### config.mk
export PLATFORM = sky130hd
export DESIGN_NAME = imu_response_frame_parser_top_flat
export DESIGN_NICKNAME = d
export VERILOG_FILES = /design/src/imu_rfp_pkg.sv /design/src/imu_rfp_if.sv /design/src/imu_rfp_parser.sv /design/src/imu_rfp_out_buf.sv /design/src/imu_response_frame_parser_top.sv /design/src/flat_wrapper.sv
export SDC_FILE = /design/constraint.sdc
export NUM_CORES = 1
export LEC_CHECK = 0
export ABC_AREA = 1
export BUFFER_PORTS_ARGS = -buffer_cell sky130_fd_sc_hd__buf_4
export CORE_MARGIN = 4
export CORE_UTILIZATION = 65
export DETAILED_ROUTE_END_ITERATION = 12
export PLACE_DENSITY = 0.86
export SETUP_SLACK_MARGIN = 0.05
export SLEW_MARGIN = 10
export SYNTH_ARGS = -nofsm -noshare
export SYNTH_HDL_FRONTEND = slang
export SYNTH_HIERARCHICAL = 1
export SYNTH_SLANG_ARGS = --single-unit
### constraint.sdc
create_clock -name clk -period 49 [get_ports clk]
set_input_delay 7.35 -clock clk [delete_from_list [all_inputs] [get_ports clk]]
set_output_delay 7.35 -clock clk [all_outputs]
set_load 0.005 [all_outputs]
### src/imu_rfp_pkg.sv
package imu_rfp_pkg;

  localparam logic KIND_SEGMENT = 1'b0;
  localparam logic KIND_TRAILER = 1'b1;

  // packet header: serial (4), base time (4), segment count (1)
  localparam logic [3:0] PKT_SERIAL_END = 4'd4;
  localparam logic [3:0] PKT_BASE_END   = 4'd8;
  localparam logic [3:0] PKT_COUNT_POS  = 4'd8;
  localparam logic [3:0] PKT_HDR_LEN    = 4'd9;

  // segment is 18 bytes; the first 17 are buffered
  localparam int unsigned SEG_BUF_LEN = 17;
  localparam logic [4:0] SEG_LAST_POS = 5'd17;

  // frame header: header, state, size hi, size lo
  localparam logic [16:0] FRM_STATE_POS  = 17'd1;
  localparam logic [16:0] FRM_SIZE_HI    = 17'd2;
  localparam logic [16:0] FRM_SIZE_LO    = 17'd3;
  localparam logic [16:0] FRM_HDR_LEN    = 17'd4;

  typedef struct packed {
    logic               kind;
    logic [31:0]        pkt_serial;
    logic [15:0]        seg_id;
    logic [35:0]        timestamp;
    logic signed [15:0] temperature;
    logic signed [15:0] accel_x;
    logic signed [15:0] accel_y;
    logic signed [15:0] accel_z;
    logic signed [15:0] gyro_x;
    logic signed [15:0] gyro_y;
    logic signed [15:0] gyro_z;
    logic [23:0]        frame_info;
  } res_t;

endpackage

### src/imu_rfp_if.sv
interface imu_rfp_in_if;
  logic       valid;
  logic       ready;
  logic [7:0] data_byte;
  logic       frame_start;

  modport source (output valid, output data_byte, output frame_start, input ready);
  modport sink (input valid, input data_byte, input frame_start, output ready);
endinterface

interface imu_rfp_out_if;
  logic               valid;
  logic               ready;
  logic               kind;
  logic [31:0]        pkt_serial;
  logic [15:0]        seg_id;
  logic [35:0]        timestamp;
  logic signed [15:0] temperature;
  logic signed [15:0] accel_x;
  logic signed [15:0] accel_y;
  logic signed [15:0] accel_z;
  logic signed [15:0] gyro_x;
  logic signed [15:0] gyro_y;
  logic signed [15:0] gyro_z;
  logic [23:0]        frame_info;

  modport source (
    output valid, input ready,
    output kind, output pkt_serial, output seg_id, output timestamp,
    output temperature, output accel_x, output accel_y, output accel_z,
    output gyro_x, output gyro_y, output gyro_z, output frame_info
  );
  modport sink (
    input valid, output ready,
    input kind, input pkt_serial, input seg_id, input timestamp,
    input temperature, input accel_x, input accel_y, input accel_z,
    input gyro_x, input gyro_y, input gyro_z, input frame_info
  );
endinterface

### src/imu_rfp_parser.sv
module imu_rfp_parser
  import imu_rfp_pkg::*;
(
  input  logic       clk,
  input  logic       rst,
  input  logic       fire,
  input  logic [7:0] data_byte,
  input  logic       frame_start,
  output logic       res_valid,
  output res_t       res
);

  logic [16:0] frame_pos;
  logic [15:0] payload_size;
  logic [7:0]  header_value;
  logic [7:0]  state_value;
  logic [3:0]  pkt_pos;
  logic [4:0]  seg_pos;
  logic [31:0] packet_serial;
  logic [31:0] base_time;
  logic [7:0]  seg_count;
  logic [7:0]  seg_done;
  logic [7:0]  seg_bytes [SEG_BUF_LEN];

  logic [16:0] payload_end;
  logic        in_frame;
  logic        in_payload;
  logic        is_trailer;
  logic        in_segs;
  logic        seg_end;
  logic [7:0]  seg_done_next;
  logic [31:0] time_sum;
  logic [35:0] time_ext;

  assign payload_end = {1'b0, payload_size} + FRM_HDR_LEN;
  assign in_frame    = !frame_start && (frame_pos != '0);
  assign in_payload  = in_frame && (frame_pos >= FRM_HDR_LEN) && (frame_pos < payload_end);
  assign is_trailer  = in_frame && (frame_pos >= FRM_HDR_LEN) && !(frame_pos < payload_end);
  assign in_segs     = in_payload && (pkt_pos == PKT_HDR_LEN);
  assign seg_end     = in_segs && (seg_pos == SEG_LAST_POS);
  assign seg_done_next = seg_done + 8'd1;

  assign time_sum = base_time + {{16{seg_bytes[0][7]}}, seg_bytes[0], seg_bytes[1]};
  assign time_ext = {4'd0, time_sum};

  always_comb begin
    res = '0;
    res_valid = fire && (seg_end || is_trailer);
    if (is_trailer) begin
      res.kind       = KIND_TRAILER;
      res.frame_info = {header_value, state_value, data_byte};
    end else begin
      res.kind          = KIND_SEGMENT;
      res.pkt_serial    = packet_serial;
      res.seg_id        = {seg_bytes[2], seg_bytes[3]};
      res.timestamp     = (time_ext << 3) + (time_ext << 1);
      res.accel_x       = {seg_bytes[4], seg_bytes[5]};
      res.accel_y       = {seg_bytes[6], seg_bytes[7]};
      res.accel_z       = {seg_bytes[8], seg_bytes[9]};
      res.temperature   = {seg_bytes[10], seg_bytes[11]};
      res.gyro_x        = {seg_bytes[12], seg_bytes[13]};
      res.gyro_y        = {seg_bytes[14], seg_bytes[15]};
      res.gyro_z        = {seg_bytes[16], data_byte};
    end
  end

  always_ff @(posedge clk) begin
    if (rst) begin
      frame_pos     <= '0;
      payload_size  <= '0;
      header_value  <= '0;
      state_value   <= '0;
      pkt_pos       <= '0;
      seg_pos       <= '0;
      packet_serial <= '0;
      base_time     <= '0;
      seg_count     <= '0;
      seg_done      <= '0;
    end else if (fire) begin
      if (frame_start) begin
        header_value  <= data_byte;
        state_value   <= '0;
        payload_size  <= '0;
        pkt_pos       <= '0;
        seg_pos       <= '0;
        packet_serial <= '0;
        base_time     <= '0;
        seg_count     <= '0;
        seg_done      <= '0;
        frame_pos     <= 17'd1;
      end else if (frame_pos != '0) begin
        if (is_trailer) begin
          frame_pos <= '0;
        end else begin
          frame_pos <= frame_pos + 17'd1;
        end
        if (frame_pos == FRM_STATE_POS) begin
          state_value <= data_byte;
        end else if (frame_pos == FRM_SIZE_HI) begin
          payload_size <= {data_byte, 8'd0};
        end else if (frame_pos == FRM_SIZE_LO) begin
          payload_size[7:0] <= data_byte;
        end else if (in_payload) begin
          if (pkt_pos < PKT_SERIAL_END) begin
            packet_serial <= {packet_serial[23:0], data_byte};
            pkt_pos <= pkt_pos + 4'd1;
          end else if (pkt_pos < PKT_BASE_END) begin
            base_time <= {base_time[23:0], data_byte};
            pkt_pos <= pkt_pos + 4'd1;
          end else if (pkt_pos == PKT_COUNT_POS) begin
            seg_count <= data_byte;
            seg_done  <= '0;
            seg_pos   <= '0;
            pkt_pos   <= (data_byte == 8'd0) ? 4'd0 : PKT_HDR_LEN;
          end else if (seg_pos != SEG_LAST_POS) begin
            seg_pos <= seg_pos + 5'd1;
          end else begin
            seg_pos  <= '0;
            seg_done <= seg_done_next;
            if (seg_done_next >= seg_count) begin
              pkt_pos <= '0;
            end
          end
        end
      end
    end
  end

  // segment buffer, no reset: every entry is written before it is read
  always_ff @(posedge clk) begin
    if (fire && in_segs && (seg_pos != SEG_LAST_POS)) begin
      seg_bytes[seg_pos] <= data_byte;
    end
  end

endmodule

### src/imu_rfp_out_buf.sv
module imu_rfp_out_buf
  import imu_rfp_pkg::*;
(
  input  logic clk,
  input  logic rst,
  input  logic push,
  input  res_t push_data,
  output logic space,
  output logic valid,
  input  logic ready,
  output res_t data
);

  logic main_valid;
  logic skid_valid;
  res_t main_data;
  res_t skid_data;
  logic pop;

  assign pop   = main_valid && ready;
  assign space = !skid_valid;
  assign valid = main_valid;
  assign data  = main_data;

  always_ff @(posedge clk) begin
    if (rst) begin
      main_valid <= 1'b0;
      skid_valid <= 1'b0;
    end else if (pop) begin
      if (skid_valid) begin
        skid_valid <= 1'b0;
      end else begin
        main_valid <= push;
      end
    end else if (push) begin
      if (!main_valid) begin
        main_valid <= 1'b1;
      end else begin
        skid_valid <= 1'b1;
      end
    end
  end

  always_ff @(posedge clk) begin
    if (pop && skid_valid) begin
      main_data <= skid_data;
    end else if (push && (pop || !main_valid)) begin
      main_data <= push_data;
    end
    if (push && main_valid && !pop) begin
      skid_data <= push_data;
    end
  end

endmodule

### src/imu_response_frame_parser_top.sv
// A segment or trailer result is written into the registered output buffer when
// the beat that completes it is accepted.
// Throughput: one input beat per cycle unless both output buffer entries are
// full; the two-entry buffer keeps the input open while one result waits.
// Reset (rst, synchronous): frame state returns to idle, output buffer empties.
module imu_response_frame_parser_top
  import imu_rfp_pkg::*;
(
  input logic         clk,
  input logic         rst,
  imu_rfp_in_if.sink   stream,
  imu_rfp_out_if.source result
);

  logic fire;
  logic res_valid;
  logic space;
  res_t res;
  res_t out_data;

  assign stream.ready = space;
  assign fire = stream.valid && space;

  imu_rfp_parser u_parser (
    .clk         (clk),
    .rst         (rst),
    .fire        (fire),
    .data_byte   (stream.data_byte),
    .frame_start (stream.frame_start),
    .res_valid   (res_valid),
    .res         (res)
  );

  imu_rfp_out_buf u_out_buf (
    .clk       (clk),
    .rst       (rst),
    .push      (res_valid),
    .push_data (res),
    .space     (space),
    .valid     (result.valid),
    .ready     (result.ready),
    .data      (out_data)
  );

  assign result.kind          = out_data.kind;
  assign result.pkt_serial    = out_data.pkt_serial;
  assign result.seg_id        = out_data.seg_id;
  assign result.timestamp     = out_data.timestamp;
  assign result.temperature   = out_data.temperature;
  assign result.accel_x       = out_data.accel_x;
  assign result.accel_y       = out_data.accel_y;
  assign result.accel_z       = out_data.accel_z;
  assign result.gyro_x        = out_data.gyro_x;
  assign result.gyro_y        = out_data.gyro_y;
  assign result.gyro_z        = out_data.gyro_z;
  assign result.frame_info    = out_data.frame_info;

endmodule

### src/flat_wrapper.sv
// flat-port wrapper written by rule: the top's interface ports become plain ports
module imu_response_frame_parser_top_flat import imu_rfp_pkg::*;
  (clk, rst, stream_valid, stream_data_byte, stream_frame_start, stream_ready, result_valid, result_ready, result_kind, result_pkt_serial, result_seg_id, result_timestamp, result_temperature, result_accel_x, result_accel_y, result_accel_z, result_gyro_x, result_gyro_y, result_gyro_z, result_frame_info);
  imu_rfp_in_if stream_i ();
  imu_rfp_out_if result_i ();
  input logic clk;
  input logic rst;
  input wire logic [$bits(stream_i.valid)-1:0] stream_valid;
  input wire logic [$bits(stream_i.data_byte)-1:0] stream_data_byte;
  input wire logic [$bits(stream_i.frame_start)-1:0] stream_frame_start;
  output wire logic [$bits(stream_i.ready)-1:0] stream_ready;
  output wire logic [$bits(result_i.valid)-1:0] result_valid;
  input wire logic [$bits(result_i.ready)-1:0] result_ready;
  output wire logic [$bits(result_i.kind)-1:0] result_kind;
  output wire logic [$bits(result_i.pkt_serial)-1:0] result_pkt_serial;
  output wire logic [$bits(result_i.seg_id)-1:0] result_seg_id;
  output wire logic [$bits(result_i.timestamp)-1:0] result_timestamp;
  output wire logic [$bits(result_i.temperature)-1:0] result_temperature;
  output wire logic [$bits(result_i.accel_x)-1:0] result_accel_x;
  output wire logic [$bits(result_i.accel_y)-1:0] result_accel_y;
  output wire logic [$bits(result_i.accel_z)-1:0] result_accel_z;
  output wire logic [$bits(result_i.gyro_x)-1:0] result_gyro_x;
  output wire logic [$bits(result_i.gyro_y)-1:0] result_gyro_y;
  output wire logic [$bits(result_i.gyro_z)-1:0] result_gyro_z;
  output wire logic [$bits(result_i.frame_info)-1:0] result_frame_info;
  assign stream_i.valid = stream_valid;
  assign stream_i.data_byte = stream_data_byte;
  assign stream_i.frame_start = stream_frame_start;
  assign stream_ready = stream_i.ready;
  assign result_valid = result_i.valid;
  assign result_i.ready = result_ready;
  assign result_kind = result_i.kind;
  assign result_pkt_serial = result_i.pkt_serial;
  assign result_seg_id = result_i.seg_id;
  assign result_timestamp = result_i.timestamp;
  assign result_temperature = result_i.temperature;
  assign result_accel_x = result_i.accel_x;
  assign result_accel_y = result_i.accel_y;
  assign result_accel_z = result_i.accel_z;
  assign result_gyro_x = result_i.gyro_x;
  assign result_gyro_y = result_i.gyro_y;
  assign result_gyro_z = result_i.gyro_z;
  assign result_frame_info = result_i.frame_info;
  imu_response_frame_parser_top u_core (.clk(clk), .rst(rst), .stream(stream_i), .result(result_i));
endmodule
==> insert_results.sql, run 1 <==
INSERT INTO impl_metrics (metric_group, metric, value, unit) VALUES
('status', 'outcome', 'complete, no violations', ''),
('timing', 'worst_clock_skew', '0.0345', 'ns'),
('critical_path', 'path_cells', 'buf_4 > nand3_4 > buf_4 > buf_4 > buf_4 > buf_4 > nand2_1 > o21ai_2', ''),
('yosys', 'largest_family_of_logic_cells_by_synthesized_area', 'simple AND/OR/NAND/NOR gates', ''),
('clock_network', 'cts_tree', 'done', ''),
('clock_network', 'cts-htree-levels', '3', ''),
('yosys', 'ys.flop_type', 'sky130_fd_sc_hd__edfxtp_1', ''),
('hold_path', 'min_path_cells', '2', ''),
('global_route', 'grt_first_pass_wirelength', '123', 'mm'),
('global_route', 'grt_remaining_overflow', '0', ''),
('critical_path', 'cp_max_fo', '105', ''),
('pwr', 'report.power.total', '1.22', 'mW'),
('layout', 'flow.area_growth_from_synthesis', '11.9', '%'),
('layout', 'post_route_cells_drive_above_1_share', '14.6', '%'),
('timing', 'timing.final.hold_violations', '0', ''),
('critical_path', 'rr_worst_depth', '22', ''),
('yosys', 'synth_top_area_share', '51.4', '%'),
('global_route', 'number_of_antenna_violations_at_the_first_check_in_global_routing', '0', ''),
('global_route', 'global_route.usage.total', '27.3', '%'),
('layout', 'number_of_nets_in_the_layout', '3706', ''),
('yosys', 'synth_warnings', '6', ''),
('clock_network', 'post_cts_hold_buffer_count', '0', ''),
('yosys', 'ys_seq_elements', '718', ''),
('yosys', 'synth_area_in_adders', '3.75', '%'),
('critical_path', 'ff2ff_setup_slack', '43.03', 'ns'),
('yosys', 'synth_xor_xnor_area_share', '1.87', '%'),
('layout', 'final_cell_area', '37800', 'um2'),
('yosys', 'post-synth-top-area-cell', 'sky130_fd_sc_hd__edfxtp_1', ''),
('pwr', 'power.density_cell_area', '32.4', 'nW/um2'),
('yosys', 'ys_seq_area_share', '59.7', '%'),
('global_route', 'first_global_vias', '22912', ''),
('yosys', 'synth_fp_nets', '3514', ''),
('timing', 'final_period_demand_of_the_worst_path', '12.15', 'ns'),
('critical_path', 'critical_path_required', '49.44', 'ns'),
('yosys', 'yosys.cell_count.top_type', 'sky130_fd_sc_hd__nand2_1', ''),
('die', 'start_util', '65.7', '%'),
('route', 'routed_wire_length_per_instance', '18.0', 'um'),
('run', 'maxCapViolations', '0', ''),
('yosys', 'synthArstFlopShare', '0', '%'),
('placed_design', 'dpl_worst_slack', '36.31', 'ns'),
('timing', 'tightest_slew', '1.21', 'ns'),
('timing', 'setup_viol', '0', ''),
('placed_design', 'globalplace.congestion', '0.878', ''),
('placed_design', 'dp_wirelength', '50.6', 'mm'),
('route', 'drt.antenna.violating_nets', '0', ''),
('yosys', 'synth.cell_area', '33800', 'um2'),
('route', 'post-route-drc-count', '0', ''),
('critical_path', 'end_kind', 'register', ''),
('die', 'die_area', '55700', 'um2'),
('clock_network', 'cts_setup_buffers', '0', ''),
('die', 'placement_rows', '83', ''),
('yosys', 'postSynthAreaPerCell', '9.93', 'um2'),
('timing', 'min_period_over_period', '24.8', '%'),
('critical_path', 'crit_buf_inv', '5', ''),
('clock_network', 'clk_path_buf_depth', '3', ''),
('clock_network', 'post_cts_resized', '0', ''),
('timing', 'fin_tns_setup', '0', 'ns'),
('yosys', 'synth_cell_types', '50', ''),
('yosys', 'synth_enable_flop_cells', '578', ''),
('critical_path', 'reg_to_reg_end', 'u_core/u_out_buf/data[96]', ''),
('critical_path', 'max_stage_delay', '1.03', 'ns'),
('timing', 'grt_setup_unrepaired', 'false', ''),
('yosys', 'synth_compound_gate_area_share', '10.1', '%'),
('pwr', 'p_leak', '16.0', 'nW'),
('route', 'dr_total_vias', '23939', ''),
('timing', 'slew_headroom', '19.4', '%'),
('clock_network', 'cts_made_buffers', '70', ''),
('critical_path', 'cp_top_family', 'buffers and inverters', ''),
('critical_path', 'cp_slowest_cell', 'sky130_fd_sc_hd__buf_4', ''),
('hold_path', 'worst_hold_path.endpoint', 'u_core/u_parser/state_value[6]', ''),
('yosys', 'synth_mux_area_share', '0', '%');
cells in the final DEF, fill, tap and decap left out, types with 3 or more instances in the layout:
cell type and count:
sky130_fd_sc_hd__a21boi_0 3, sky130_fd_sc_hd__nand2_2 5, sky130_fd_sc_hd__nand4_1 75, sky130_fd_sc_hd__a21oi_1 188, sky130_fd_sc_hd__nor4_1 6, sky130_fd_sc_hd__nor2_1 444
sky130_fd_sc_hd__a31oi_1 4, sky130_fd_sc_hd__o21ai_1 61, sky130_fd_sc_hd__clkinv_2 9, sky130_fd_sc_hd__o21a_1 3, sky130_fd_sc_hd__clkbuf_16 73, sky130_fd_sc_hd__ha_1 98
sky130_fd_sc_hd__edfxtp_1 578, sky130_fd_sc_hd__o21ai_0 70, sky130_fd_sc_hd__xnor2_1 20, sky130_fd_sc_hd__xor2_1 52, sky130_fd_sc_hd__a21o_1 14, sky130_fd_sc_hd__nand2_1 630
sky130_fd_sc_hd__o21bai_1 8, sky130_fd_sc_hd__o21ai_2 162, sky130_fd_sc_hd__nand3b_1 9, sky130_fd_sc_hd__inv_2 3, sky130_fd_sc_hd__buf_4 250, sky130_fd_sc_hd__dfxtp_1 140
sky130_fd_sc_hd__nand3_1 93, sky130_fd_sc_hd__clkbuf_1 25, sky130_fd_sc_hd__inv_1 559, sky130_fd_sc_hd__o2111ai_1 3, sky130_fd_sc_hd__clkinv_1 10, sky130_fd_sc_hd__nor3_1 13
power breakdown:
| group | switching, mW | internal, mW |
|---|---|---|
| Sequential | 0.00345 | 0.660 |
| Clock | 0.226 | 0.283 |
| Combinational | 0.0375 | 0.0155 |
| Total | 0.267 | 0.958 |
registers in the layout, indices dropped and copies added (netlist names), 4 cells and up:
register and flops:
u_core/u_out_buf/skid_data 221, u_core/u_parser/state_value 8, u_core/u_parser/seg_bytes 136, u_core/u_parser/frame_pos 17, u_core/u_parser/pkt_pos 4, u_core/u_parser/packet_serial 32, u_core/u_parser/payload_size 16, u_core/u_out_buf/data 221
u_core/u_parser/seg_done 8, u_core/u_parser/header_value 8, u_core/u_parser/base_time 32, u_core/u_parser/seg_pos 5, u_core/u_parser/seg_count 8
cells by family after synthesis:
family          count (synthesis)
other cells                     1
flops                         718
buf+inv                       694
fa+ha+maj                     100
compound gates                528
xor+xnor                       72
simple gates                 1288
per-stage QoR:
stage | hold WS (ns) | instances | utilization [%]
2_1_floorplan | 0.430 | 3401 | -
3_3_place_gp | 0.441 | 4201 | 69.4
3_5_place_dp | 0.448 | 4201 | 69.4
4_1_cts | 0.458 | 4327 | 73.6
5_1_grt | 0.475 | 4327 | 73.6
6_report | 0.457 | 4327 | 73.6
final cells by class:
type                       count  area (um2)
inverter                     563        2120
tap                          680         851
fill                        3382       13600
timing repair buffer         251        1900
multi-input combinational   1989       10600
clock inverter                28         231
sequential                   718       20200
clock buffer                  98        1920
per-layer routing:
metal / global-route usage (%) / up-vias / share of wire, %
met2: 45.2 / 1022 / 48
met5: 0 / - / 0
met3: 4.13 / 146 / 7.8
met4: 10.1 / 0 / 3.3
met1: 37.1 / 11226 / 41
li1: - / 11545 / -
worst max path at each step:
stage	start	endpoint	slack [ns]	cells past startpoint
detailed placement	result_ready	u_core/u_out_buf/data[172]	36.31	8
floorplan	stream_frame_start	u_core/u_out_buf/skid_data[0]	24.95	6
global route	result_ready	u_core/u_out_buf/data[172]	36.50	8
global placement	result_ready	u_core/u_out_buf/data[167]	36.50	8
CTS	result_ready	u_core/u_out_buf/data[137]	36.93	8
finish	result_ready	u_core/u_out_buf/data[137]	36.85	8
worst reg2reg max path, delay by kind of cell (launching register included):
family | cells | cell delay (ns)
buffers and inverters | 5 | 2.14
flip-flops | 1 | 0.37
AO/OA/AOI/OAI | 3 | 0.55
AND/OR/NAND/NOR | 12 | 2.03
XOR/XNOR | 1 | 0.16
adder cells (fa/ha/maj) | 1 | 0.27
(Power assumes the default switching activity.)
==> run 2, diff against run 1 <==
--- a/config.mk
+++ b/config.mk
@@ -8,9 +8,9 @@
 export ABC_AREA = 1
 export BUFFER_PORTS_ARGS = -buffer_cell sky130_fd_sc_hd__buf_4
 export CORE_MARGIN = 4
-export CORE_UTILIZATION = 65
+export CORE_UTILIZATION = 61
 export DETAILED_ROUTE_END_ITERATION = 12
-export PLACE_DENSITY = 0.86
+export PLACE_DENSITY = 0.81
 export SETUP_SLACK_MARGIN = 0.05
 export SLEW_MARGIN = 10
 export SYNTH_ARGS = -nofsm -noshare
==> constraint.sdc (replaced) <==
create_clock -name clk -period 11.4 [get_ports clk]
set_input_delay 1.71 -clock clk [delete_from_list [all_inputs] [get_ports clk]]
set_output_delay 1.71 -clock clk [all_outputs]
set_load 0.005 [all_outputs]
==> run 2 against run 1 <==
  * Cell area up 0.59%
  * Final cell count increased by 1.5%
  * Largest cell class unchanged
  * Register-to-register slack got worse by 37 ns
  * Core utilization shrank 3.6 points
  * Total power grew to 4.4 times the previous value
==> insert_results.sql, run 2 (same netlist as run 1, synthesis figures left out) <==
INSERT INTO impl_metrics (metric_group, metric, value, unit) VALUES
('status', 'outcome', 'complete, no violations', ''),
('pwr', 'vdd.ir_drop.worst', '0.136', 'mV'),
('clock_network', 'clkLatencyLatePin', '0.62', 'ns'),
('route', 'post_route_wl', '77.4', 'mm'),
('layout', 'most_frequent_cells_in_the_layout', 'sky130_fd_sc_hd__nand2_1, sky130_fd_sc_hd__edfxtp_1, sky130_fd_sc_hd__inv_1', ''),
('critical_path', 'critPathKind', 'reg -> reg', ''),
('timing', 'tightest_slew', '1.18', 'ns'),
('layout', 'number_of_nets_in_the_layout', '3709', ''),
('layout', 'n_antenna_cell', '0', ''),
('route', 'detail_route.vias_per_cell', '5.42', ''),
('timing', 'timing.final.ws_setup', '5.96', 'ns'),
('die', 'placement_rows', '85', ''),
('clock_network', 'cts_made_buffers', '72', ''),
('pwr', 'power.density_cell_area', '141', 'nW/um2'),
('die', 'die_x', '243', 'um'),
('global_route', 'number_of_antenna_violations_at_the_first_check_in_global_routing', '1', ''),
('critical_path', 'rr_worst_depth', '22', ''),
('timing', 'fin_tns_setup', '0', 'ns'),
('die', 'placeableCoreArea', '54300', 'um2'),
('global_route', 'grt_remaining_overflow', '0', ''),
('timing', 'grt_setup_unrepaired', 'false', ''),
('route', 'dr.first_iter.drc_count', '2296', ''),
('placed_design', 'io_buffer_count', '235', ''),
('critical_path', 'reg_to_reg_end', 'u_core/u_out_buf/data[155]', ''),
('timing', 'final_period_demand_of_the_worst_path', '5.44', 'ns'),
('global_route', 'largest_net_degree_at_the_start_of_global_routing', '184', ''),
('route', 'dr_total_vias', '23807', ''),
('layout', 'num-fill-cells', '3951', ''),
('critical_path', 'crit_buf_inv', '6', ''),
('layout', 'post_route_cells_drive_above_1_share', '14.8', '%'),
('timing', 'min_period_over_period', '47.7', '%'),
('clock_network', 'cts_tree', 'done', ''),
('route', 'routed_wire_length_per_instance', '17.6', 'um'),
('clock_network', 'cts-htree-levels', '3', ''),
('global_route', 'first_global_vias', '22471', ''),
('pwr', 'p_leak', '16.0', 'nW'),
('clock_network', 'cts_setup_buffers', '0', ''),
('timing', 'slew_headroom', '21.6', '%'),
('clock_network', 'cts.reportedPaths.clkPinSlew', '0.06', 'ns'),
('run', 'maxCapViolations', '0', ''),
('global_route', 'grt_first_pass_wirelength', '120', 'mm'),
('critical_path', 'worst_ep_arrival_time', '5.66', 'ns'),
('critical_path', 'cp_top_family', 'buffers and inverters', ''),
('clock_network', 'post_cts_hold_buffer_count', '0', ''),
('route', 'drt.antenna.violating_nets', '0', ''),
('layout', 'layout.cells.most_common', 'sky130_fd_sc_hd__nand2_1', ''),
('clock_network', 'sink_count_of_the_clock_tree', '718', ''),
('hold_path', 'worst_hold_launch', 'u_core/u_parser/state_value[2]', ''),
('critical_path', 'cp_max_fo', '135', ''),
('layout', 'multi_input_area', '10600', 'um2'),
('critical_path', 'regToRegStartpoint', 'u_core/u_parser/payload_size[2]', ''),
('layout', 'flow.area_growth_from_synthesis', '12.6', '%'),
('critical_path', 'critical-path-top-cell-by-count', 'sky130_fd_sc_hd__nand3_1', ''),
('route', 'post-route-drc-count', '0', ''),
('clock_network', 'clk_path_buf_depth', '3', ''),
('die', 'die_area', '59200', 'um2'),
('layout', 'seq_area', '20200', 'um2'),
('critical_path', 'end_kind', 'register', ''),
('global_route', 'global_route.usage.total', '25.4', '%'),
('route', 'drt_pre_antenna_iters', '8', ''),
('clock_network', 'clk_root_buffer_cell', 'sky130_fd_sc_hd__clkbuf_16', ''),
('hold_path', 'min_path_cells', '2', ''),
('timing', 'worst_clock_skew', '0.0281', 'ns'),
('critical_path', 'ff2ff_setup_slack', '5.96', 'ns'),
('placed_design', 'dpl_worst_slack', '5.99', 'ns'),
('placed_design', 'globalplace.congestion', '0.894', ''),
('critical_path', 'worstSetupStartpointType', 'register', ''),
('critical_path', 'cp_slowest_cell', 'sky130_fd_sc_hd__buf_4', ''),
('die', 'die_h', '243', 'um'),
('critical_path', 'path_cells', 'inv_1 > nor3_1 > nand3_1 > nor4_1 > nand3_1 > nor2_1 > nand3_1 > xor2_1 > ha_1 > nand2_1 > inv_1 > nand3_1 > nor2_1 > nand4_1 > nand3_1 > nand2_2 > buf_4 > o22ai_1 > inv_1 > a21oi_4 > buf_4 > buf_12', ''),
('hold_path', 'worst_hold_path.endpoint', 'u_core/u_parser/state_value[2]', ''),
('timing', 'setup_viol', '0', ''),
('die', 'start_util', '62.2', '%'),
('critical_path', 'critical_path_required', '11.63', 'ns'),
('placed_design', 'dp_wirelength', '50.0', 'mm'),
('timing', 'final-max-slew-violation-count', '0', ''),
('timing', 'timing.final.hold_violations', '0', ''),
('clock_network', 'post_cts_resized', '0', ''),
('timing', 'max_freq', '0.184', 'GHz'),
('critical_path', 'max_stage_delay', '0.62', 'ns'),
('die', 'design.portCount', '236', ''),
('hold_path', 'timing.hold.worst.class', 'reg -> reg', '');
[run 2: cell count changes in the layout (fill, tap and decap cells not counted), sizes merged]
cell / change
bufinv: +2
clkinv: +6
buf: +1
clkbuf: -3
[run 2: worst reg2reg max path, stage by stage, from the launching register on]
cell and delay, ns:
sky130_fd_sc_hd__dfxtp_1 0.35, sky130_fd_sc_hd__inv_1 0.07, sky130_fd_sc_hd__nor3_1 0.34, sky130_fd_sc_hd__nand3_1 0.20, sky130_fd_sc_hd__nor4_1 0.31, sky130_fd_sc_hd__nand3_1 0.11
sky130_fd_sc_hd__nor2_1 0.17, sky130_fd_sc_hd__nand3_1 0.10, sky130_fd_sc_hd__xor2_1 0.15, sky130_fd_sc_hd__ha_1 0.27, sky130_fd_sc_hd__nand2_1 0.04, sky130_fd_sc_hd__inv_1 0.06
sky130_fd_sc_hd__nand3_1 0.08, sky130_fd_sc_hd__nor2_1 0.14, sky130_fd_sc_hd__nand4_1 0.11, sky130_fd_sc_hd__nand3_1 0.11, sky130_fd_sc_hd__nand2_2 0.04, sky130_fd_sc_hd__buf_4 0.33
sky130_fd_sc_hd__o22ai_1 0.34, sky130_fd_sc_hd__inv_1 0.17, sky130_fd_sc_hd__a21oi_4 0.16, sky130_fd_sc_hd__buf_4 0.62, sky130_fd_sc_hd__buf_12 0.61
[run 2: metal layers]
layer	routed length, um	part of all wire [%]	GRT usage, %
met3	5380	6.9	4.80
met5	11	0.014	0
met4	2190	2.8	8.27
met2	37000	48	41.5
met1	32800	42	34.7
[run 2: per-stage QoR]
step                hold WS (ns)  util, %  area, um2  power (mW)  std cells
global route               0.472     70.0      38000        5.53       4392
CTS                        0.453     70.0      38000        5.39       4392
floorplan                  0.430        -      33800        3.07       3401
global placement           0.439     65.8      35800        3.12       4261
detailed placement         0.443     65.8      35800        3.13       4261
finish                     0.450     70.0      38000        5.36       4392
[run 2: worst max-delay path by stage]
stage	cells past startpoint	slack, ns	from	endpoint
floorplan	20	1.57	u_core/u_parser/payload_size[2]	u_core/u_out_buf/data[0]
global placement	22	6.20	u_core/u_parser/payload_size[2]	u_core/u_out_buf/data[163]
detailed placement	22	5.99	u_core/u_parser/payload_size[2]	u_core/u_out_buf/data[92]
CTS	22	5.99	u_core/u_parser/payload_size[2]	u_core/u_out_buf/data[95]
global route	22	5.48	u_core/u_parser/payload_size[2]	u_core/u_out_buf/data[103]
finish	22	5.96	u_core/u_parser/payload_size[2]	u_core/u_out_buf/data[155]
[run 2: area by class of cell]
type / count / share of cell area, %
Tap cell: 739 / 2.43
Sequential cell: 718 / 53.0
Clock buffer: 95 / 5.07
Timing Repair Buffer: 252 / 5.04
Multi-Input combinational cell: 1989 / 28.0
Inverter: 563 / 5.57
Clock inverter: 36 / 0.928
[run 2: power breakdown]
group	switching [mW]	total [mW]	leakage, nW	internal, mW
Combinational	0.161	0.228	8.51	0.0664
Sequential	0.0147	2.85	6.42	2.84
Clock	1.00	2.28	1.10	1.28
